File: config.mk
export PLATFORM = sky130hd
export DESIGN_NAME = xor_sprite_framebuffer
export DESIGN_NICKNAME = d
export VERILOG_FILES = /design/src/sv/xsfb_pkg.sv /design/src/sv/xor_sprite_framebuffer.sv /design/src/sv/xsfb_ctrl.sv /design/src/sv/xsfb_datapath.sv
export SDC_FILE = /design/constraint.sdc
export NUM_CORES = 2
export LEC_CHECK = 0
export BUFFER_PORTS_ARGS = -buffer_cell sky130_fd_sc_hd__buf_2
export CORE_MARGIN = 5
export CORE_UTILIZATION = 25
export CTS_CLUSTER_SIZE = 14
export DETAILED_ROUTE_END_ITERATION = 16
export SETUP_SLACK_MARGIN = 0.05
export SYNTH_ARGS = -nofsm -noshare
export SYNTH_HDL_FRONTEND = slang
export SYNTH_SLANG_ARGS = --single-unit
export TNS_END_PERCENT = 10
File: constraint.sdc
create_clock -name clock -period 6.3 [get_ports clock]
set_input_delay 0.315 -clock clock [delete_from_list [all_inputs] [get_ports clock]]
set_output_delay 0.315 -clock clock [all_outputs]
set_load 0.02 [all_outputs]
File: src/sv/xsfb_pkg.sv
// Package for the XOR sprite framebuffer: screen geometry, operation codes
// and the command word that passes from the controller to the datapath.
// Depends on nothing; every other file of the block takes names from here.
package xsfb_pkg;

   // Screen geometry. Pixel rows are always 64 bits wide, bit 63 being column 0.
   localparam int SCREEN_WIDTH  = 64;
   localparam int SCREEN_HEIGHT = 32;
   localparam int ROW_BITS      = 64;

   // Width of a row index, and of the start row plus offset before clipping.
   localparam int ROW_W     = $clog2(SCREEN_HEIGHT);
   localparam int OFFS_W    = 4;
   localparam int ROW_SUM_W = ((ROW_W > OFFS_W) ? ROW_W : OFFS_W) + 1;
   localparam int COL_W     = $clog2(SCREEN_WIDTH);

   // Columns that lie on the screen; the rest are never drawn.
   localparam logic [ROW_BITS-1:0] COL_MASK =
      ~({ROW_BITS{1'b1}} >> SCREEN_WIDTH);

   // Operation codes; the fourth code does nothing to the screen.
   typedef enum logic [1:0] {
      OP_CLEAR = 2'd0,
      OP_DRAW  = 2'd1,
      OP_READ  = 2'd2
   } xsfb_op_type;

   // Controller states.
   typedef enum logic [1:0] {
      ST_IDLE,
      ST_FETCH,
      ST_EXEC
   } xsfb_state_type;

   // Commands from the controller to the datapath.
   typedef struct packed {
      logic capture;   // take the request word
      logic fetch;     // read the addressed row from memory
      logic execute;   // modify, write back and give the result word
   } xsfb_cmd_type;

endpackage

File: src/sv/xor_sprite_framebuffer.sv
// Top level of the XOR sprite framebuffer: joins the controller and the datapath.
// Depends on xsfb_pkg, xsfb_ctrl and xsfb_datapath.
//
//   Channel    Ports                                      Handshake
//   request    req_op, req_base_x ... req_last_row        start high, busy low
//   result     rsp_collision, rsp_row_bits, rsp_sprite_done   rsp_valid, one cycle
//
// Every word passes through three steps: capture, row fetch from the single-port row
// memory, then modify and write back. The result strobe comes in the cycle after
// the write-back, and a new word may already be accepted at the end of that cycle.
// A clear resets the per-row valid bits at once, so it takes no longer than a draw.
// Synchronous reset turns every pixel off and clears the collision flag.
// The receiver cannot stall: each result is shown for exactly one cycle.
module xor_sprite_framebuffer (
   input  logic                            clock,
   input  logic                            reset,
   input  logic                            start,
   output logic                            busy,
   input  logic [1:0]                      req_op,
   input  logic [7:0]                      req_base_x,
   input  logic [7:0]                      req_base_y,
   input  logic [3:0]                      req_row_offset,
   input  logic [7:0]                      req_sprite_byte,
   input  logic                            req_first_row,
   input  logic                            req_last_row,
   output logic                            rsp_valid,
   output logic                            rsp_collision,
   output logic [xsfb_pkg::ROW_BITS-1:0]   rsp_row_bits,
   output logic                            rsp_sprite_done
);

   xsfb_pkg::xsfb_cmd_type cmd;

   // Sequencer.
   xsfb_ctrl u_ctrl (
      .clock (clock),
      .reset (reset),
      .start (start),
      .busy  (busy),
      .cmd   (cmd)
   );

   // Row memory and pixel logic.
   xsfb_datapath u_datapath (
      .clock           (clock),
      .reset           (reset),
      .cmd             (cmd),
      .req_op          (req_op),
      .req_base_x      (req_base_x),
      .req_base_y      (req_base_y),
      .req_row_offset  (req_row_offset),
      .req_sprite_byte (req_sprite_byte),
      .req_first_row   (req_first_row),
      .req_last_row    (req_last_row),
      .rsp_valid       (rsp_valid),
      .rsp_collision   (rsp_collision),
      .rsp_row_bits    (rsp_row_bits),
      .rsp_sprite_done (rsp_sprite_done)
   );

endmodule

File: src/sv/xsfb_ctrl.sv
// Controller of the XOR sprite framebuffer: a three-state sequencer that
// steps each request word through capture, row fetch and execute.
// Depends on xsfb_pkg.
module xsfb_ctrl (
   input  logic                  clock,
   input  logic                  reset,
   input  logic                  start,
   output logic                  busy,
   output xsfb_pkg::xsfb_cmd_type cmd
);

   xsfb_pkg::xsfb_state_type state_ff, state_in;

   // State register.
   always_ff @(posedge clock) begin
      if (reset) begin
         state_ff <= xsfb_pkg::ST_IDLE;
      end else begin
         state_ff <= state_in;
      end
   end

   // Next state and commands.
   always_comb begin
      state_in    = state_ff;
      cmd         = '0;
      busy        = 1'b1;
      unique case (state_ff)
         xsfb_pkg::ST_IDLE: begin
            busy = 1'b0;
            if (start) begin
               cmd.capture = 1'b1;
               state_in    = xsfb_pkg::ST_FETCH;
            end
         end
         xsfb_pkg::ST_FETCH: begin
            cmd.fetch = 1'b1;
            state_in  = xsfb_pkg::ST_EXEC;
         end
         xsfb_pkg::ST_EXEC: begin
            cmd.execute = 1'b1;
            state_in    = xsfb_pkg::ST_IDLE;
         end
         default: begin
            state_in = xsfb_pkg::ST_IDLE;
         end
      endcase
   end

endmodule

File: src/sv/xsfb_datapath.sv
// Datapath of the XOR sprite framebuffer: request registers, the row memory
// with its per-row valid bits, the XOR and collision logic and the result word.
// Depends on xsfb_pkg.
module xsfb_datapath (
   input  logic                            clock,
   input  logic                            reset,
   input  xsfb_pkg::xsfb_cmd_type           cmd,
   input  logic [1:0]                      req_op,
   input  logic [7:0]                      req_base_x,
   input  logic [7:0]                      req_base_y,
   input  logic [3:0]                      req_row_offset,
   input  logic [7:0]                      req_sprite_byte,
   input  logic                            req_first_row,
   input  logic                            req_last_row,
   output logic                            rsp_valid,
   output logic                            rsp_collision,
   output logic [xsfb_pkg::ROW_BITS-1:0]   rsp_row_bits,
   output logic                            rsp_sprite_done
);

   localparam int H     = xsfb_pkg::SCREEN_HEIGHT;
   localparam int RW    = xsfb_pkg::ROW_W;
   localparam int SW    = xsfb_pkg::ROW_SUM_W;
   localparam int CW    = xsfb_pkg::COL_W;
   localparam int BITS  = xsfb_pkg::ROW_BITS;

   // Captured request word.
   logic [1:0]      op_ff;
   logic [CW-1:0]   x0_ff;
   logic [RW-1:0]   row_idx_ff;
   logic            row_ok_ff;
   logic [7:0]      sprite_ff;
   logic            first_ff;
   logic            last_ff;

   // Row memory and the row read from it.
   logic [BITS-1:0] row_mem [H];
   logic [H-1:0]    valid_ff;
   logic [BITS-1:0] rd_data_ff;
   logic            rd_valid_ff;

   // Collision flag and result word.
   logic            hit_ff, hit_in;
   logic            rsp_valid_ff;
   logic            rsp_collision_ff;
   logic [BITS-1:0] rsp_row_bits_ff;
   logic            rsp_sprite_done_ff;

   // Address decode of the incoming word.
   logic [RW-1:0]   y0;
   logic [SW-1:0]   row_sum;
   logic            is_draw_in;
   logic            row_ok_in;
   logic [RW-1:0]   row_idx_in;
   logic [CW-1:0]   x0_in;

   // Execute logic.
   logic [BITS-1:0] old_row;
   logic [BITS-1:0] pix_mask;
   logic [BITS-1:0] new_row;
   logic            collide;
   logic            do_write;

   always_comb begin
      y0         = RW'(req_base_y % xsfb_pkg::SCREEN_HEIGHT);
      x0_in      = CW'(req_base_x % xsfb_pkg::SCREEN_WIDTH);
      row_sum    = SW'(y0) + SW'(req_row_offset);
      is_draw_in = (req_op == xsfb_pkg::OP_DRAW);
      // A drawn row past the bottom edge is clipped; a read row always wraps.
      if (is_draw_in) begin
         row_ok_in  = (row_sum < SW'(H));
         row_idx_in = row_ok_in ? row_sum[RW-1:0] : '0;
      end else begin
         row_ok_in  = 1'b1;
         row_idx_in = y0;
      end
   end

   // Capture the request word.
   always_ff @(posedge clock) begin
      if (cmd.capture) begin
         op_ff      <= req_op;
         x0_ff      <= x0_in;
         row_idx_ff <= row_idx_in;
         row_ok_ff  <= row_ok_in;
         sprite_ff  <= req_sprite_byte;
         first_ff   <= req_first_row;
         last_ff    <= req_last_row;
      end
   end

   // Memory read, registered.
   always_ff @(posedge clock) begin
      if (cmd.fetch) begin
         rd_data_ff  <= row_mem[row_idx_ff];
         rd_valid_ff <= valid_ff[row_idx_ff];
      end
   end

   // A row never written since reset or the last clear reads as all off.
   always_comb begin
      old_row  = rd_valid_ff ? rd_data_ff : '0;
      pix_mask = ({sprite_ff, {(BITS-8){1'b0}}} >> x0_ff) & xsfb_pkg::COL_MASK;
      if (!row_ok_ff) begin
         pix_mask = '0;
      end
      new_row  = old_row ^ pix_mask;
      collide  = |(old_row & pix_mask);
      do_write = cmd.execute && (op_ff == xsfb_pkg::OP_DRAW) && row_ok_ff;
      hit_in   = hit_ff;
      if (op_ff == xsfb_pkg::OP_DRAW) begin
         hit_in = (first_ff ? 1'b0 : hit_ff) | collide;
      end
   end

   // Row write-back.
   always_ff @(posedge clock) begin
      if (do_write) begin
         row_mem[row_idx_ff] <= new_row;
      end
   end

   // Valid bits and collision flag.
   always_ff @(posedge clock) begin
      if (reset) begin
         valid_ff <= '0;
         hit_ff   <= 1'b0;
      end else if (cmd.execute) begin
         hit_ff <= hit_in;
         if (op_ff == xsfb_pkg::OP_CLEAR) begin
            valid_ff <= '0;
         end else if (do_write) begin
            valid_ff[row_idx_ff] <= 1'b1;
         end
      end
   end

   // Result strobe.
   always_ff @(posedge clock) begin
      if (reset) begin
         rsp_valid_ff <= 1'b0;
      end else begin
         rsp_valid_ff <= cmd.execute;
      end
   end

   // Result word.
   always_ff @(posedge clock) begin
      if (cmd.execute) begin
         rsp_collision_ff   <= hit_in;
         rsp_row_bits_ff    <= (op_ff == xsfb_pkg::OP_READ) ? old_row : '0;
         rsp_sprite_done_ff <= (op_ff == xsfb_pkg::OP_DRAW) && last_ff;
      end
   end

   assign rsp_valid       = rsp_valid_ff;
   assign rsp_collision   = rsp_collision_ff;
   assign rsp_row_bits    = rsp_row_bits_ff;
   assign rsp_sprite_done = rsp_sprite_done_ff;

endmodule

==> key figures <==
Worst setup path
  • Critical Path Source Type: flip-flop
  • Flop2flop setup slack: 1.38 ns
  • R2R depth: 9
  • CP endpoint kind: flip-flop
  • Class of the most critical setup path: flip-flop to flip-flop
  • Worst Path Required: 6.87 ns
  • CP arrival: 5.49 ns
  • Crit Path Max Fanout: 14

Power and ir drop
  • Max rail drop VDD: 0.291 mV
  • Leak: 30.7 nW
  • Power density over cell area: 317 nW/um^2

Floorplan
  • Die Span Y: 596 microns
  • Core ar.: 342000 sq um
  • Std-Cell Rows: 215
  • I/O pin count: 103
  • Area of the die: 355000 sq um
  • Die X: 596 microns
  • Starting density of the core: 25.0%

Layout
  • Area occupied by registers: 66900 sq um
  • Synth-to-Final Area Change: 16.4%
  • Share of cells above drive strength 1: 25.8%
  • Most common cell after layout, fill and taps aside: edfxtp_1
  • Fillers: 33000
  • Commonest non-fill, non-tap cells in the layout: edfxtp_1 (2203), mux4_2 (526), a22oi_1 (262), clkbuf_16 (221), and2_1 (133)
  • Area of the multi-input gates: 18100 sq um
  • Layout Nets: 4189

Place
  • GP Congestion: 0.864
  • Port bufs: 97
  • DP Worst Slack: 1.69 ns
  • Dpl hpwl: 132000 microns

Timing
  • Unrepaired setup endpoints after global routing: no
  • WHS: 0.136 ns
  • Fmax: 203 MHz
  • Final setup viols: 0
  • Setup TNS: 0 ns
  • Setup slack after layout: 1.38 ns
  • Tightest Pin Transition: 1.25 ns
  • Setup Skew: 0.107 ns
  • Final Hold Violating Endpoints: 0
  • Fin crit period: 4.92 ns
  • Max-slew headroom: 16.5%
  • Max Transition Viols Final: 0
  • Final Cycle Share: 78.2%

GRT
  • GRT Overall Usage: 13.1%
  • Vias in the first global route: 43000
  • Largest net degree at the start of global routing: 128
  • Initial antenna violation count: 10
  • GR Overflow Total: 0
  • First-pass GRT wire length: 336000 microns

Synth
  • Leading area contributor after synthesis: edfxtp_1
  • Top cells by area, synth: edfxtp_1 (77%), mux4_2 (14%), a22oi_1 (2.3%), ha_1 (0.99%), and2_1 (0.98%)
  • Total number of yosys warnings: 0
  • Post-synth EDFFs: 2203
  • Fraction of synthesized area in multiplexers: 14.0%
  • Post-Synth XOR/XNOR Area: 0.0204%
  • Synth Flop Type: edfxtp_1
  • Register area share after synthesis: 78.0%
  • Post-synthesis compound-gate area fraction: 2.85%
  • Simple-Gate Fraction of Synth Area: 2.77%
  • Async set-reset flop share out of synthesis: 0%
  • Adder-cell share of the synthesized area: 1.02%
  • Synthesized Nets: 3947
  • Netlist area before placement: 85800 sq um
  • Main combinational cell family by area after synthesis: multiplexers
  • Yosys top cell area share: 77.1%
  • Mean Syn Cell Area: 22.3 sq um
  • Unique masters post-synth: 50
  • Synth Register Bits: 2239
  • Syn Inst Count: 3843

CTS
  • Clock sinks: 2239
  • CTS buffer count: 220
  • Post-CTS Hold Buffers: 26
  • H-tree lvl count: 4
  • Post-CTS sizing: 0
  • Root Driver: clkbuf_16
  • Clk_lat worst skew: 0.90 ns
  • Reg clk slew, reported paths: 0.06 ns
  • TritonCTS clock tree: yes
  • Max Buffers Root-to-Sink: 3
  • Setup Buffers After CTS: 0

Detailed routing
  • Drt first-iter violations: 5649
  • Wire per inst: 27.1 microns
  • Total vias in the final route: 42400
  • Final Routed Wirelength: 240000 microns
  • Detailed Routing Iterations Pass 1: 6
  • Avg Vias per Cell: 4.80
  • # DRC: 0
  • Detail Route Antenna Nets: 0

Worst hold path
  • Worst min-delay path category: primary input to flip-flop
  • Hold depth: 4

Run
  • Max-cap viol count: 0

Run status
  • Status: complete, no violations
[cell families (layout without fill, tap and decap cells)]
logic type / after synthesis / in the layout
AOI/OAI and AO/OA: 346 / 346
xor gates and xnor gates: 2 / 2
adders and majority gates: 69 / 69
buffers and inverters: 219 / 656
DFF: 2239 / 2239
muxes: 546 / 546
other: 0 / 5
and+or+nand+nor: 422 / 422
[flip-flops by register name, summed over array words and instances, names as in the netlist, 2 cells and up]
| signal | count |
|---|---|
| u_datapath.rsp_row_bits | 64 |
| u_datapath.row_mem | 2048 |
| u_datapath.op_ff | 2 |
| u_datapath.valid_ff | 32 |
| u_datapath.rd_data_ff | 64 |
| u_ctrl.state_ff | 2 |
| u_datapath.sprite_ff | 8 |
| u_datapath.x0_ff | 6 |
| u_datapath.row_idx_ff | 5 |
[synth_stat cells (10+ instances only)]
| master | n |
|---|---|
| nand3_1 | 14 |
| nor2_1 | 105 |
| buf_6 | 28 |
| nand2_1 | 24 |
| mux2i_1 | 16 |
| nor4_1 | 17 |
| clkbuf_1 | 95 |
| dfxtp_1 | 36 |
| nor2b_1 | 12 |
| nand4_1 | 69 |
| a22oi_1 | 262 |
| a21oi_1 | 44 |
| buf_1 | 28 |
| mux4_2 | 526 |
| and2_1 | 134 |
| o22ai_1 | 17 |
| edfxtp_1 | 2203 |
| buf_2 | 52 |
| nor3_1 | 10 |
| ha_1 | 68 |
| o21ai_0 | 10 |
| buf_4 | 11 |
[final timing paths]
path | startpoint | to
max | u_datapath.x0_ff[0] | u_datapath.rsp_collision
min | req_row_offset[0] | u_datapath.row_idx_ff[0]
max reg2reg | u_datapath.x0_ff[0] | u_datapath.rsp_collision
min reg2reg | u_datapath.valid_ff[5] | u_datapath.valid_ff[5]
[report_power, final]
group          total [mW]  internal, mW  leakage [nW]  switching (mW)
combinational        1.90         0.672          6.75            1.23
sequential           16.7          16.6          20.4          0.0478
clock                13.1          7.38          3.50            5.74
[per-layer routing]
layer  GRT usage (%)  wire length [microns]  vias up
met3            2.11                  18400      402
met5               0                      0        -
met4            5.27                   9810        0
met2            21.9                 118000     2054
li1                -                      -    16900
met1            17.2                  93800    23100
[layout make-up]
class | count | area share [%]
Clock inverter | 140 | 1.51
Clock buffer | 277 | 5.80
Inverter | 5 | 0.0213
Timing Repair Buffer | 234 | 1.88
Antenna cell | 5 | 0.0125
Multi-Input combinational cell | 1385 | 18.1
Tap cell | 4557 | 5.71
Sequential cell | 2239 | 67.0
[worst max-delay path, stage by stage, from the launching register on]
cell and delay [ns]:
edfxtp_1 0.76, mux2i_1 0.29, nor2_1 0.15, mux2i_1 0.68
o21ai_0 0.35, ha_1 0.28, nor4_1 0.51, nand4_1 0.38
nor4_2 1.02, o21ai_0 0.18
[per-stage QoR]
stage / cells / utilization (%) / power, mW / cell area (sq um)
2_1_floorplan: 3843 / - / 18.2 / 85800
3_3_place_gp: 8394 / 27.0 / 18.8 / 92300
3_5_place_dp: 8394 / 27.0 / 18.9 / 92300
4_1_cts: 8837 / 29.2 / 31.9 / 99900
5_1_grt: 8840 / 29.2 / 32.7 / 99900
6_report: 8842 / 29.2 / 31.7 / 99900
No activity file was read; power rests on OpenSTA's default activity.
